<file path="src/rtl/core/cls_pkg.sv">
// Shared types and constants for the cursor linked-list store.
// No dependencies; imported by every module of the block.
package cls_pkg;

  localparam int POS_W = 4;
  localparam int LEN_W = 4;
  localparam int VAL_W = 32;

  // Command codes
  localparam logic CMD_INSERT = 1'b0;
  localparam logic CMD_DELETE = 1'b1;

  typedef enum logic [1:0] {
    ST_OK      = 2'd0,
    ST_BAD_POS = 2'd1,
    ST_FULL    = 2'd2
  } status_t;

  // One result word
  typedef struct packed {
    status_t            status;
    logic [LEN_W-1:0]   list_length;
  } result_t;

endpackage

</file>
<file path="src/rtl/core/cursor_linked_list_store.sv">
// Cursor linked-list store (cls_pkg, cls_link_ram, cls_ctrl): insert or delete by position.
// A bad position goes straight to the result; an insert into a full store stops after the
// free-chain read; otherwise the cursor walks the list through the registered link store
// read port. One command at a time: the next word is taken the cycle after the result
// is registered; a stalled result holds the sequencer.
// Reset: a clearing pass over all link slots rebuilds the free chain; in_stall stays high.
module cursor_linked_list_store
  import cls_pkg::*;
#(
  parameter int NODE_SLOTS = 16
) (
  input  logic                    clk,
  input  logic                    rst_n,
  input  logic                    in_valid,
  output logic                    in_stall,
  input  logic                    in_command,
  input  logic [POS_W-1:0]        in_position,
  input  logic signed [VAL_W-1:0] in_value,
  output logic                    out_valid,
  input  logic                    out_stall,
  output logic [1:0]              out_status,
  output logic [LEN_W-1:0]        out_list_length
);

  localparam int AW = $clog2(NODE_SLOTS);

  logic                    link_we;
  logic [AW-1:0]           link_waddr, link_wdata, link_raddr, link_rdata;
  logic                    val_we;
  logic [AW-1:0]           val_addr;
  logic signed [VAL_W-1:0] val_wdata;
  result_t                 out_res;

  // Element values are only written; the list order lives in the links
  logic signed [VAL_W-1:0] node_values_r [NODE_SLOTS];

  always_ff @(posedge clk) begin
    if (val_we) begin
      node_values_r[val_addr] <= val_wdata;
    end
  end

  cls_link_ram #(
    .DEPTH (NODE_SLOTS)
  ) u_links (
    .clk   (clk),
    .we    (link_we),
    .waddr (link_waddr),
    .wdata (link_wdata),
    .raddr (link_raddr),
    .rdata (link_rdata)
  );

  cls_ctrl #(
    .NODE_SLOTS (NODE_SLOTS)
  ) u_ctrl (
    .clk         (clk),
    .rst_n       (rst_n),
    .in_valid    (in_valid),
    .in_stall    (in_stall),
    .in_command  (in_command),
    .in_position (in_position),
    .in_value    (in_value),
    .out_valid   (out_valid),
    .out_stall   (out_stall),
    .out_res     (out_res),
    .link_we     (link_we),
    .link_waddr  (link_waddr),
    .link_wdata  (link_wdata),
    .link_raddr  (link_raddr),
    .link_rdata  (link_rdata),
    .val_we      (val_we),
    .val_addr    (val_addr),
    .val_wdata   (val_wdata)
  );

  assign out_status      = out_res.status;
  assign out_list_length = out_res.list_length;

endmodule

</file>
<file path="src/rtl/core/cls_link_ram.sv">
// Link store: one write port, one read port with registered read data.
// Depends on cls_pkg.
module cls_link_ram
  import cls_pkg::*;
#(
  parameter int DEPTH = 16
) (
  input  logic                     clk,
  input  logic                     we,
  input  logic [$clog2(DEPTH)-1:0] waddr,
  input  logic [$clog2(DEPTH)-1:0] wdata,
  input  logic [$clog2(DEPTH)-1:0] raddr,
  output logic [$clog2(DEPTH)-1:0] rdata
);

  logic [$clog2(DEPTH)-1:0] mem_r [DEPTH];
  logic [$clog2(DEPTH)-1:0] rdata_r;

  always_ff @(posedge clk) begin
    if (we) begin
      mem_r[waddr] <= wdata;
    end
    rdata_r <= mem_r[raddr];
  end

  assign rdata = rdata_r;

endmodule

</file>
<file path="src/rtl/core/cls_ctrl.sv">
// Command sequencer: clearing pass, cursor walk, splice steps, result register.
// Depends on cls_pkg; drives the link store ports and the value store write.
module cls_ctrl
  import cls_pkg::*;
#(
  parameter int NODE_SLOTS = 16
) (
  input  logic                          clk,
  input  logic                          rst_n,
  input  logic                          in_valid,
  output logic                          in_stall,
  input  logic                          in_command,
  input  logic [POS_W-1:0]              in_position,
  input  logic signed [VAL_W-1:0]       in_value,
  output logic                          out_valid,
  input  logic                          out_stall,
  output result_t                       out_res,
  output logic                          link_we,
  output logic [$clog2(NODE_SLOTS)-1:0] link_waddr,
  output logic [$clog2(NODE_SLOTS)-1:0] link_wdata,
  output logic [$clog2(NODE_SLOTS)-1:0] link_raddr,
  input  logic [$clog2(NODE_SLOTS)-1:0] link_rdata,
  output logic                          val_we,
  output logic [$clog2(NODE_SLOTS)-1:0] val_addr,
  output logic signed [VAL_W-1:0]       val_wdata
);

  localparam int AW = $clog2(NODE_SLOTS);
  localparam int CW = $clog2(NODE_SLOTS - 1);
  localparam int CMP_W = ((CW > POS_W) ? CW : POS_W) + 1;
  localparam logic [AW-1:0] HEAD_SLOT = AW'(NODE_SLOTS - 1);
  localparam logic [AW-1:0] LAST_FREE = AW'(NODE_SLOTS - 2);
  localparam logic [AW-1:0] FREE_HEAD = '0;

  typedef enum logic [3:0] {
    S_INIT, S_IDLE, S_I_FREE, S_I_FRESH, S_I_UNLINK, S_WALK, S_WALK_GET,
    S_I_SPLICE, S_I_LINK, S_D_VICTIM, S_D_BYPASS, S_D_FREE, S_D_PUSH, S_DONE
  } state_t;

  state_t                   state_r, state_nxt;
  logic [AW-1:0]            k_r, k_nxt;
  logic [AW-1:0]            node_r, node_nxt;
  logic [POS_W-1:0]         step_r, step_nxt;
  logic [POS_W-1:0]         pos_r, pos_nxt;
  logic                     cmd_r, cmd_nxt;
  logic signed [VAL_W-1:0]  value_r, value_nxt;
  logic [CW-1:0]            cnt_r, cnt_nxt;
  status_t                  stat_r, stat_nxt;
  logic                     out_valid_r, out_valid_nxt;
  result_t                  out_res_r, out_res_nxt;
  logic [CMP_W-1:0]         pos_ext, cnt_ext;
  logic                     bad_pos;

  assign pos_ext = CMP_W'(in_position);
  assign cnt_ext = CMP_W'(cnt_r);

  // Range check at accept time
  always_comb begin
    if (in_command == CMD_INSERT) begin
      bad_pos = (pos_ext == '0) || (pos_ext > (cnt_ext + CMP_W'(1)));
    end else begin
      bad_pos = (pos_ext == '0) || (pos_ext > cnt_ext);
    end
  end

  // Next state and store controls
  always_comb begin
    state_nxt     = state_r;
    k_nxt         = k_r;
    node_nxt      = node_r;
    step_nxt      = step_r;
    pos_nxt       = pos_r;
    cmd_nxt       = cmd_r;
    value_nxt     = value_r;
    cnt_nxt       = cnt_r;
    stat_nxt      = stat_r;
    out_res_nxt   = out_res_r;
    out_valid_nxt = out_valid_r && out_stall;
    link_we       = 1'b0;
    link_waddr    = k_r;
    link_wdata    = '0;
    link_raddr    = k_r;
    val_we        = 1'b0;

    case (state_r)
      // Clearing pass: build free chain 0..N-2, empty list at head slot
      S_INIT: begin
        link_we    = 1'b1;
        link_waddr = k_r;
        link_wdata = (k_r < LAST_FREE) ? (k_r + AW'(1)) : '0;
        if (k_r == HEAD_SLOT) begin
          state_nxt = S_IDLE;
        end else begin
          k_nxt = k_r + AW'(1);
        end
      end
      S_IDLE: begin
        if (in_valid) begin
          cmd_nxt   = in_command;
          pos_nxt   = in_position;
          value_nxt = in_value;
          k_nxt     = HEAD_SLOT;
          step_nxt  = POS_W'(1);
          if (bad_pos) begin
            stat_nxt  = ST_BAD_POS;
            state_nxt = S_DONE;
          end else if (in_command == CMD_INSERT) begin
            state_nxt = S_I_FREE;
          end else begin
            state_nxt = S_WALK;
          end
        end
      end
      // Insert: pop the first free node
      S_I_FREE: begin
        link_raddr = FREE_HEAD;
        state_nxt  = S_I_FRESH;
      end
      S_I_FRESH: begin
        if (link_rdata == '0) begin
          stat_nxt  = ST_FULL;
          state_nxt = S_DONE;
        end else begin
          node_nxt   = link_rdata;
          link_raddr = link_rdata;
          state_nxt  = S_I_UNLINK;
        end
      end
      S_I_UNLINK: begin
        link_we    = 1'b1;
        link_waddr = FREE_HEAD;
        link_wdata = link_rdata;
        val_we     = 1'b1;
        state_nxt  = S_WALK;
      end
      // Cursor walk to the predecessor of the target element
      S_WALK: begin
        link_raddr = k_r;
        if (step_r < pos_r) begin
          state_nxt = S_WALK_GET;
        end else if (cmd_r == CMD_INSERT) begin
          state_nxt = S_I_SPLICE;
        end else begin
          state_nxt = S_D_VICTIM;
        end
      end
      S_WALK_GET: begin
        k_nxt     = link_rdata;
        step_nxt  = step_r + POS_W'(1);
        state_nxt = S_WALK;
      end
      // Insert: fresh -> link(k), then k -> fresh
      S_I_SPLICE: begin
        link_we    = 1'b1;
        link_waddr = node_r;
        link_wdata = link_rdata;
        state_nxt  = S_I_LINK;
      end
      S_I_LINK: begin
        link_we    = 1'b1;
        link_waddr = k_r;
        link_wdata = node_r;
        cnt_nxt    = cnt_r + CW'(1);
        stat_nxt   = ST_OK;
        state_nxt  = S_DONE;
      end
      // Delete: unlink victim and push it on the free chain
      S_D_VICTIM: begin
        stat_nxt = ST_OK;
        if (link_rdata == '0) begin
          state_nxt = S_DONE;
        end else begin
          node_nxt   = link_rdata;
          link_raddr = link_rdata;
          state_nxt  = S_D_BYPASS;
        end
      end
      S_D_BYPASS: begin
        link_we    = 1'b1;
        link_waddr = k_r;
        link_wdata = link_rdata;
        link_raddr = FREE_HEAD;
        state_nxt  = S_D_FREE;
      end
      S_D_FREE: begin
        link_we    = 1'b1;
        link_waddr = node_r;
        link_wdata = link_rdata;
        state_nxt  = S_D_PUSH;
      end
      S_D_PUSH: begin
        link_we    = 1'b1;
        link_waddr = FREE_HEAD;
        link_wdata = node_r;
        cnt_nxt    = cnt_r - CW'(1);
        state_nxt  = S_DONE;
      end
      // Hand the result word to the output register
      S_DONE: begin
        if (!out_valid_r || !out_stall) begin
          out_valid_nxt           = 1'b1;
          out_res_nxt.status      = stat_r;
          out_res_nxt.list_length = LEN_W'(cnt_r);
          state_nxt               = S_IDLE;
        end
      end
      default: begin
        state_nxt = S_IDLE;
      end
    endcase
  end

  always_ff @(posedge clk) begin
    if (!rst_n) begin
      state_r     <= S_INIT;
      k_r         <= '0;
      cnt_r       <= '0;
      out_valid_r <= 1'b0;
    end else begin
      state_r     <= state_nxt;
      k_r         <= k_nxt;
      cnt_r       <= cnt_nxt;
      out_valid_r <= out_valid_nxt;
    end
    node_r    <= node_nxt;
    step_r    <= step_nxt;
    pos_r     <= pos_nxt;
    cmd_r     <= cmd_nxt;
    value_r   <= value_nxt;
    stat_r    <= stat_nxt;
    out_res_r <= out_res_nxt;
  end

  assign in_stall  = (state_r != S_IDLE);
  assign out_valid = out_valid_r;
  assign out_res   = out_res_r;
  assign val_addr  = node_r;
  assign val_wdata = value_r;

  // Checks
  a_cnt_max: assert property (@(posedge clk) disable iff (!rst_n)
    CMP_W'(cnt_r) <= CMP_W'(NODE_SLOTS - 2))
    else $error("element count above capacity");

  a_cnt_step: assert property (@(posedge clk) disable iff (!rst_n)
    (cnt_r != $past(cnt_r)) |->
      ((cnt_r == $past(cnt_r) + CW'(1)) || (cnt_r == $past(cnt_r) - CW'(1))))
    else $error("element count moved by more than one");

  a_idle_no_write: assert property (@(posedge clk) disable iff (!rst_n)
    (state_r == S_IDLE || state_r == S_DONE) |-> !link_we)
    else $error("link write outside a command");

  a_result_from_done: assert property (@(posedge clk) disable iff (!rst_n)
    $rose(out_valid_r) |-> $past(state_r == S_DONE))
    else $error("result word without a finished command");

  a_accept_busy: assert property (@(posedge clk) disable iff (!rst_n)
    (in_valid && !in_stall) |=> (state_r != S_IDLE))
    else $error("accepted command did not start");

endmodule

</file>
<file path="config.mk">
export PLATFORM = sky130hd
export DESIGN_NAME = cursor_linked_list_store
export DESIGN_NICKNAME = d
export VERILOG_FILES = /design/src/rtl/core/cls_pkg.sv /design/src/rtl/core/cursor_linked_list_store.sv /design/src/rtl/core/cls_link_ram.sv /design/src/rtl/core/cls_ctrl.sv
export SDC_FILE = /design/constraint.sdc
export NUM_CORES = 1
export LEC_CHECK = 0
export BUFFER_PORTS_ARGS = -buffer_cell sky130_fd_sc_hd__buf_2
export CORE_ASPECT_RATIO = 0.8
export CORE_MARGIN = 10
export CORE_UTILIZATION = 40
export DETAILED_ROUTE_END_ITERATION = 8
export HOLD_SLACK_MARGIN = 0.08
export PLACE_DENSITY_LB_ADDON = 0.3
export SYNTH_ARGS = -nofsm -noshare
export SYNTH_HDL_FRONTEND = slang
export SYNTH_HIERARCHICAL = 1
export SYNTH_SLANG_ARGS = --single-unit
export TNS_END_PERCENT = 1
</file>
<file path="constraint.sdc">
create_clock -name clk -period 5.9 [get_ports clk]
set_input_delay 1.18 -clock clk [delete_from_list [all_inputs] [get_ports clk]]
set_output_delay 1.18 -clock clk [all_outputs]
set_load 0.02 [all_outputs]
</file>
==> run_summary.xml, run 1 <==
<?xml version="1.0" encoding="UTF-8"?>
<metrics>
  <group name="status">
    <metric name="outcome" unit="">finished clean</metric>
  </group>
  <group name="setup_path">
    <metric name="timing.setup.critical_path_class" unit="">flop to flop</metric>
    <metric name="worstPathMaxFanout" unit="">28</metric>
    <metric name="worst_ep_arrival_time" unit="ps">3600</metric>
    <metric name="timing.critical_path.to_type" unit="">flop</metric>
    <metric name="worstSetupStartpointType" unit="">flop</metric>
    <metric name="worst-endpoint-required" unit="ps">6130</metric>
  </group>
  <group name="cts">
    <metric name="clk_latency" unit="ps">350</metric>
    <metric name="post_cts_buffers" unit="">0</metric>
    <metric name="cts-resized-gates" unit="">0</metric>
    <metric name="cts.reportedPaths.clkPinSlew" unit="ps">70</metric>
    <metric name="cts_max_level" unit="">3</metric>
    <metric name="cts.sinks" unit="">102</metric>
    <metric name="clk_path_buf_depth" unit="">2</metric>
    <metric name="cts_tree" unit="">yes</metric>
    <metric name="cts.root.buffer_cell" unit="">clkbuf_16</metric>
    <metric name="hold_buf_cts" unit="">0</metric>
    <metric name="numCtsBuffers" unit="">9</metric>
  </group>
  <group name="route">
    <metric name="dr_total_vias" unit="">3203</metric>
    <metric name="remaining_drc_errors" unit="">0</metric>
    <metric name="ant_nets" unit="">0</metric>
    <metric name="avgViaCountPerCell" unit="">5.542</metric>
    <metric name="routed_wire_length_per_instance" unit="um">18.06</metric>
    <metric name="drt_iter0_drc" unit="">321</metric>
    <metric name="firstDrtPassIters" unit="">5</metric>
    <metric name="finalWirelength" unit="mm">10.44</metric>
  </group>
  <group name="power">
    <metric name="combinationalPowerShare" unit="%">6.6</metric>
    <metric name="power.static_leakage" unit="nW">1.901</metric>
    <metric name="power.share.switching" unit="%">22.77</metric>
    <metric name="p_sw" unit="mW">0.3330</metric>
    <metric name="power.density" unit="mW/mm^2">266.1</metric>
    <metric name="cell_internal_pwr" unit="mW">1.129</metric>
    <metric name="vdd_drop_max" unit="V">0.0001959</metric>
    <metric name="p_seq_share" unit="%">55.7</metric>
    <metric name="p_clk_share" unit="%">37.7</metric>
  </group>
  <group name="worst_hold_path">
    <metric name="class_of_the_tightest_hold_or_removal_check" unit="">flop to flop</metric>
  </group>
  <group name="synthesis">
    <metric name="synthesis.nets" unit="">451</metric>
    <metric name="post_synth_instance_area" unit="mm^2">0.005025</metric>
    <metric name="syn_area_per_cell" unit="um^2">12.79</metric>
    <metric name="yosysWarnings" unit="">6</metric>
    <metric name="gate_count_of_the_mapped_netlist" unit="">393</metric>
  </group>
  <group name="sta">
    <metric name="layout_worst_path_cycle_share" unit="%">56.99</metric>
    <metric name="timing.clock.skew" unit="ps">7.793</metric>
    <metric name="max_freq" unit="MHz">297.4</metric>
    <metric name="slew_headroom" unit="%">36.18</metric>
    <metric name="report.final.setup_viol" unit="">0</metric>
    <metric name="slew_viol_final" unit="">0</metric>
    <metric name="tightest_slew" unit="ps">957.2</metric>
    <metric name="fin_tns_setup" unit="ps">0</metric>
    <metric name="grt_setup_unrepaired" unit="">false</metric>
    <metric name="layout_min_cycle_time" unit="ps">3362</metric>
    <metric name="final-hold-violation-count" unit="">0</metric>
  </group>
  <group name="floorplanning">
    <metric name="die_area" unit="mm^2">0.01747</metric>
    <metric name="initial_core_util" unit="%">41.01</metric>
    <metric name="die_x" unit="um">145.3</metric>
    <metric name="die_h" unit="um">120.2</metric>
    <metric name="standard_cell_rows" unit="">36</metric>
    <metric name="ioPinCount" unit="">49</metric>
    <metric name="placeableCoreArea" unit="mm^2">0.01225</metric>
  </group>
  <group name="placed_design">
    <metric name="gpl.final_weighted_congestion" unit="">0.9154</metric>
    <metric name="place.port_buffers" unit="">16</metric>
    <metric name="place_hpwl" unit="mm">7.441</metric>
  </group>
  <group name="global_routing">
    <metric name="antenna_found_initial" unit="">0</metric>
    <metric name="grt_pass1_wl" unit="mm">16.57</metric>
    <metric name="gr-total-overflow" unit="">0</metric>
    <metric name="first_global_vias" unit="">2957</metric>
    <metric name="grt_max_degree" unit="">29</metric>
    <metric name="grt_util_all_layers" unit="%">12.08</metric>
  </group>
  <group name="finish">
    <metric name="multiInputGateArea" unit="mm^2">0.001942</metric>
    <metric name="num-nets-final" unit="">460</metric>
    <metric name="top_library_cells_by_usage_in_the_layout_fill_and_taps_aside" unit="">edfxtp_1, nor2_1, a21oi_1</metric>
    <metric name="fill_cells" unit="">1141</metric>
    <metric name="post_route_cells_drive_above_1_share" unit="%">11.30</metric>
    <metric name="ff_latch_area" unit="mm^2">0.002893</metric>
    <metric name="final_common_cell" unit="">edfxtp_1</metric>
    <metric name="finish.utilization" unit="%">44.84</metric>
    <metric name="area.growth.synth_to_final" unit="%">9.338</metric>
    <metric name="antennaDiodeCount" unit="">0</metric>
  </group>
  <group name="job">
    <metric name="max-cap-violations" unit="">0</metric>
  </group>
</metrics>
==> flip-flops by register name, summed over array words and instances, names as in the netlist <==
register / count
u_ctrl/stat_r: 2
u_ctrl/cnt_r: 4
u_ctrl/step_r: 4
u_ctrl/cmd_r: 1
u_links/rdata: 4
u_ctrl/out_res: 6
u_ctrl/out_valid: 1
u_ctrl/state_r: 4
u_links/mem_r: 64
u_ctrl/val_addr: 4
u_ctrl/pos_r: 4
u_ctrl/k_r: 4
==> cell type report <==
class,count,area share [%]
sequential,102,52.65
timing repair buffer,17,1.594
multi-input combinational,252,35.34
clock inverter,7,1.048
tap,171,3.894
clock buffer,9,4.099
inverter,20,1.366
==> stage by stage <==
step	cells	area (um^2)	hold slack, ps	power [mW]	setup WS, ps
detailed placement	562	5211	405.7	0.9269	2620
floorplan	393	5025	400.3	0.8923	3239
global placement	562	5211	402.3	0.9245	2609
global route	578	5494	447.3	1.519	2323
CTS	578	5494	422.5	1.482	2604
finish	578	5494	419.3	1.462	2538
==> power by group through the flow <==
stage,sequential (mW),combinational [mW],clock [mW]
after detailed placement,0.831,0.0963,0
after global placement,0.830,0.0947,0
after floorplan,0.823,0.0688,0
after CTS,0.814,0.0968,0.571
after global routing,0.816,0.107,0.596
final,0.814,0.0966,0.551
==> final timing paths <==
path | from | end | slack, ps | cells past startpoint
worst max-delay path | u_ctrl/state_r[3] | u_links/rdata[0] | 2540 | 8
worst min-delay path | u_ctrl/stat_r[1] | u_ctrl/out_res[5] | 420 | 0
worst max register to register | u_ctrl/state_r[3] | u_links/rdata[0] | 2540 | 8
worst min register to register | u_ctrl/stat_r[1] | u_ctrl/out_res[5] | 420 | 0
==> worst max-delay path: stages, from the launching register on <==
cell,delay (ps)
dfxtp_1,930
nand2b_1,360
a21oi_1,450
nand2_1,90
o21ai_1,80
buf_4,310
mux4_1,650
a22oi_1,240
nand3_1,100
==> routing by layer <==
metal	wire length, um	global-route usage (%)
met1	4996	17.03
met2	4552	17.24
met3	739	3.727
met4	152	4.161
met5	0	0
No activity file was read; power rests on OpenSTA's default activity.
==> run 2: changes to the inputs <==
ABC_AREA = 1   (was default)
clock period = 3.2 ns   (was 5.9 ns; I/O delays follow)
==> run 2 against run 1 <==
Combinational power rose to 2.7 times the previous value. Routed wire length is 5.7% higher. Register-to-register slack worse by 1900 ps. Cell count increased by 34%. Fmax grew 31%. Synthesized area grew 3.2%. Critical path type unchanged. Largest cell class unchanged.
==> run_summary.xml, run 2 <==
<?xml version="1.0" encoding="UTF-8"?>
<metrics>
  <group name="power">
    <metric name="cell_internal_pwr" unit="mW">2.110</metric>
    <metric name="vdd_drop_max" unit="V">0.0002938</metric>
    <metric name="power.density" unit="mW/mm^2">490.2</metric>
    <metric name="p_clk_share" unit="%">37.3</metric>
    <metric name="power.static_leakage" unit="nW">2.488</metric>
    <metric name="combinationalPowerShare" unit="%">9.2</metric>
    <metric name="p_sw" unit="mW">0.7087</metric>
    <metric name="power.share.switching" unit="%">25.14</metric>
    <metric name="p_seq_share" unit="%">53.5</metric>
  </group>
  <group name="placed_design">
    <metric name="gpl.final_weighted_congestion" unit="">0.8801</metric>
    <metric name="placed_cells_incl_taps" unit="">761</metric>
    <metric name="place.port_buffers" unit="">16</metric>
    <metric name="place_hpwl" unit="mm">8.146</metric>
  </group>
  <group name="setup_path">
    <metric name="timing.critical_path.to_type" unit="">flop</metric>
    <metric name="worst_ep_arrival_time" unit="ps">2800</metric>
    <metric name="worstSetupStartpointType" unit="">flop</metric>
    <metric name="worst-endpoint-required" unit="ps">3430</metric>
    <metric name="reg2reg_to" unit="">u_links/rdata[3]</metric>
    <metric name="r2r_setup_slack" unit="ps">640</metric>
    <metric name="worstRegToRegCells" unit="">15</metric>
    <metric name="worstReg2RegStart" unit="">u_ctrl/state_r[3]</metric>
    <metric name="timing.setup.critical_path_class" unit="">flop to flop</metric>
    <metric name="worstPathMaxFanout" unit="">32</metric>
  </group>
  <group name="global_routing">
    <metric name="grt_max_degree" unit="">33</metric>
    <metric name="grt_util_all_layers" unit="%">12.52</metric>
    <metric name="antenna_found_initial" unit="">0</metric>
    <metric name="first_global_vias" unit="">3520</metric>
    <metric name="gr-total-overflow" unit="">0</metric>
    <metric name="grt_pass1_wl" unit="mm">17.96</metric>
  </group>
  <group name="cts">
    <metric name="cts-resized-gates" unit="">0</metric>
    <metric name="hold_buf_cts" unit="">0</metric>
    <metric name="cts.sinks" unit="">102</metric>
    <metric name="cts_tree" unit="">yes</metric>
    <metric name="numCtsBuffers" unit="">9</metric>
    <metric name="cts.reportedPaths.clkPinSlew" unit="ps">70</metric>
    <metric name="clk_path_buf_depth" unit="">2</metric>
    <metric name="cts.root.buffer_cell" unit="">clkbuf_16</metric>
    <metric name="clk_latency" unit="ps">340</metric>
    <metric name="cts_max_level" unit="">3</metric>
    <metric name="post_cts_buffers" unit="">0</metric>
  </group>
  <group name="route">
    <metric name="dr_total_vias" unit="">3827</metric>
    <metric name="firstDrtPassIters" unit="">5</metric>
    <metric name="finalWirelength" unit="mm">11.03</metric>
    <metric name="drt_iter0_drc" unit="">321</metric>
    <metric name="remaining_drc_errors" unit="">0</metric>
    <metric name="ant_nets" unit="">0</metric>
    <metric name="avgViaCountPerCell" unit="">4.925</metric>
    <metric name="routed_wire_length_per_instance" unit="um">14.20</metric>
  </group>
  <group name="floorplanning">
    <metric name="die_x" unit="um">147.3</metric>
    <metric name="die_h" unit="um">121.8</metric>
    <metric name="initial_core_util" unit="%">40.57</metric>
    <metric name="standard_cell_rows" unit="">37</metric>
    <metric name="ioPinCount" unit="">49</metric>
    <metric name="placeableCoreArea" unit="mm^2">0.01278</metric>
    <metric name="die_area" unit="mm^2">0.01794</metric>
  </group>
  <group name="finish">
    <metric name="antennaDiodeCount" unit="">0</metric>
    <metric name="top_library_cells_by_usage_in_the_layout_fill_and_taps_aside" unit="">nand2_1, inv_1, edfxtp_1</metric>
    <metric name="num-nets-final" unit="">655</metric>
    <metric name="number_of_flip_flops_under_the_largest_register_name" unit="">64</metric>
    <metric name="ff_latch_area" unit="mm^2">0.002893</metric>
    <metric name="fill_cells" unit="">1255</metric>
    <metric name="max_flop_register" unit="">u_links/mem_r</metric>
    <metric name="area.growth.synth_to_final" unit="%">10.93</metric>
    <metric name="post_layout_nonfiller_instances" unit="">777</metric>
    <metric name="post_route_cells_drive_above_1_share" unit="%">10.13</metric>
    <metric name="final_common_cell" unit="">nand2_1</metric>
    <metric name="multiInputGateArea" unit="mm^2">0.001770</metric>
  </group>
  <group name="sta">
    <metric name="layout_min_cycle_time" unit="ps">2562</metric>
    <metric name="grt_setup_unrepaired" unit="">false</metric>
    <metric name="final-hold-violation-count" unit="">0</metric>
    <metric name="tightest_slew" unit="ps">778.1</metric>
    <metric name="timing.clock.skew" unit="ps">9.386</metric>
    <metric name="fin_tns_setup" unit="ps">0</metric>
    <metric name="layout_worst_path_cycle_share" unit="%">80.07</metric>
    <metric name="slew_headroom" unit="%">48.13</metric>
    <metric name="max_freq" unit="MHz">390.3</metric>
    <metric name="slew_viol_final" unit="">0</metric>
    <metric name="report.final.setup_viol" unit="">0</metric>
  </group>
  <group name="worst_hold_path">
    <metric name="worst_hold_launch" unit="">u_ctrl/stat_r[1]</metric>
    <metric name="class_of_the_tightest_hold_or_removal_check" unit="">flop to flop</metric>
    <metric name="hold-path-cell-count" unit="">0</metric>
    <metric name="end_of_the_worst_hold_path" unit="">u_ctrl/out_res[5]</metric>
  </group>
  <group name="synthesis">
    <metric name="post_synth_instance_area" unit="mm^2">0.005184</metric>
    <metric name="syn_area_per_cell" unit="um^2">9.031</metric>
    <metric name="gate_count_of_the_mapped_netlist" unit="">574</metric>
    <metric name="yosysWarnings" unit="">6</metric>
    <metric name="synthesis.nets" unit="">632</metric>
  </group>
  <group name="job">
    <metric name="max-cap-violations" unit="">0</metric>
  </group>
  <group name="status">
    <metric name="outcome" unit="">finished clean</metric>
  </group>
</metrics>
==> run 2: layer usage <==
layer	GRT usage (%)	share of wire, %	wire [um]	up-vias
met3	2.297	6.2	688	16
met2	19.01	44	4808	117
met4	4.079	1.6	174	0
met1	17.73	49	5362	1780
met5	0	0	0	-
li1	-	-	-	1914
==> run 2: cell type report <==
| class | count | area share [%] |
|---|---|---|
| flip-flops and latches | 102 | 50.30 |
| inverters | 112 | 7.485 |
| clock inverters | 7 | 1.175 |
| repair buffers | 23 | 2.524 |
| multi-input cells | 349 | 30.79 |
| clock buffers | 9 | 3.916 |
| well taps | 175 | 3.808 |
==> run 2: power groups by stage <==
stage | registers (mW) | logic (mW) | clock network (mW)
after floorplan | 1.53 | 0.181 | 0
after global placement | 1.54 | 0.254 | 0
after detailed placement | 1.54 | 0.258 | 0
after CTS | 1.51 | 0.259 | 1.07
after global routing | 1.51 | 0.290 | 1.13
final | 1.51 | 0.261 | 1.05
==> run 2: worst max-delay path by stage <==
stage / startpoint / to / slack, ps
after floorplan: u_ctrl/state_r[2] / u_links/mem_r[12][0] / 1290
after detailed placement: u_ctrl/state_r[3] / u_links/rdata[2] / 700
after global routing: u_ctrl/state_r[3] / u_links/rdata[3] / 410
after global placement: u_ctrl/state_r[3] / u_links/rdata[2] / 730
after CTS: u_ctrl/state_r[3] / u_links/rdata[2] / 670
final: u_ctrl/state_r[3] / u_links/rdata[3] / 640
==> run 2: worst max-delay path, cell delays in order (launching register included) <==
cell	delay, ps
dfxtp_1	460
nor2_2	110
nand2_1	130
inv_1	110
nor2_4	190
nand2_1	110
o21ai_1	90
inv_1	80
o22ai_2	470
inv_6	210
nand2_1	110
nand2_1	70
nand2_1	70
nand3_1	70
nand3_1	110
nand2_1	60
==> run 2: per-stage QoR <==
| step | area, um^2 | hold slack (ps) | power, mW | worst slack (ps) | utilization (%) |
|---|---|---|---|---|---|
| final | 5751 | 426.6 | 2.819 | 637.7 | 45.01 |
| after global placement | 5458 | 406.4 | 1.789 | 728.7 | 42.71 |
| after detailed placement | 5458 | 416.0 | 1.794 | 699.2 | 42.71 |
| after CTS | 5751 | 432.6 | 2.833 | 666.6 | 45.01 |
| after global routing | 5751 | 439.1 | 2.927 | 410.0 | 45.01 |
| after floorplan | 5184 | 400.3 | 1.709 | 1290 | - |
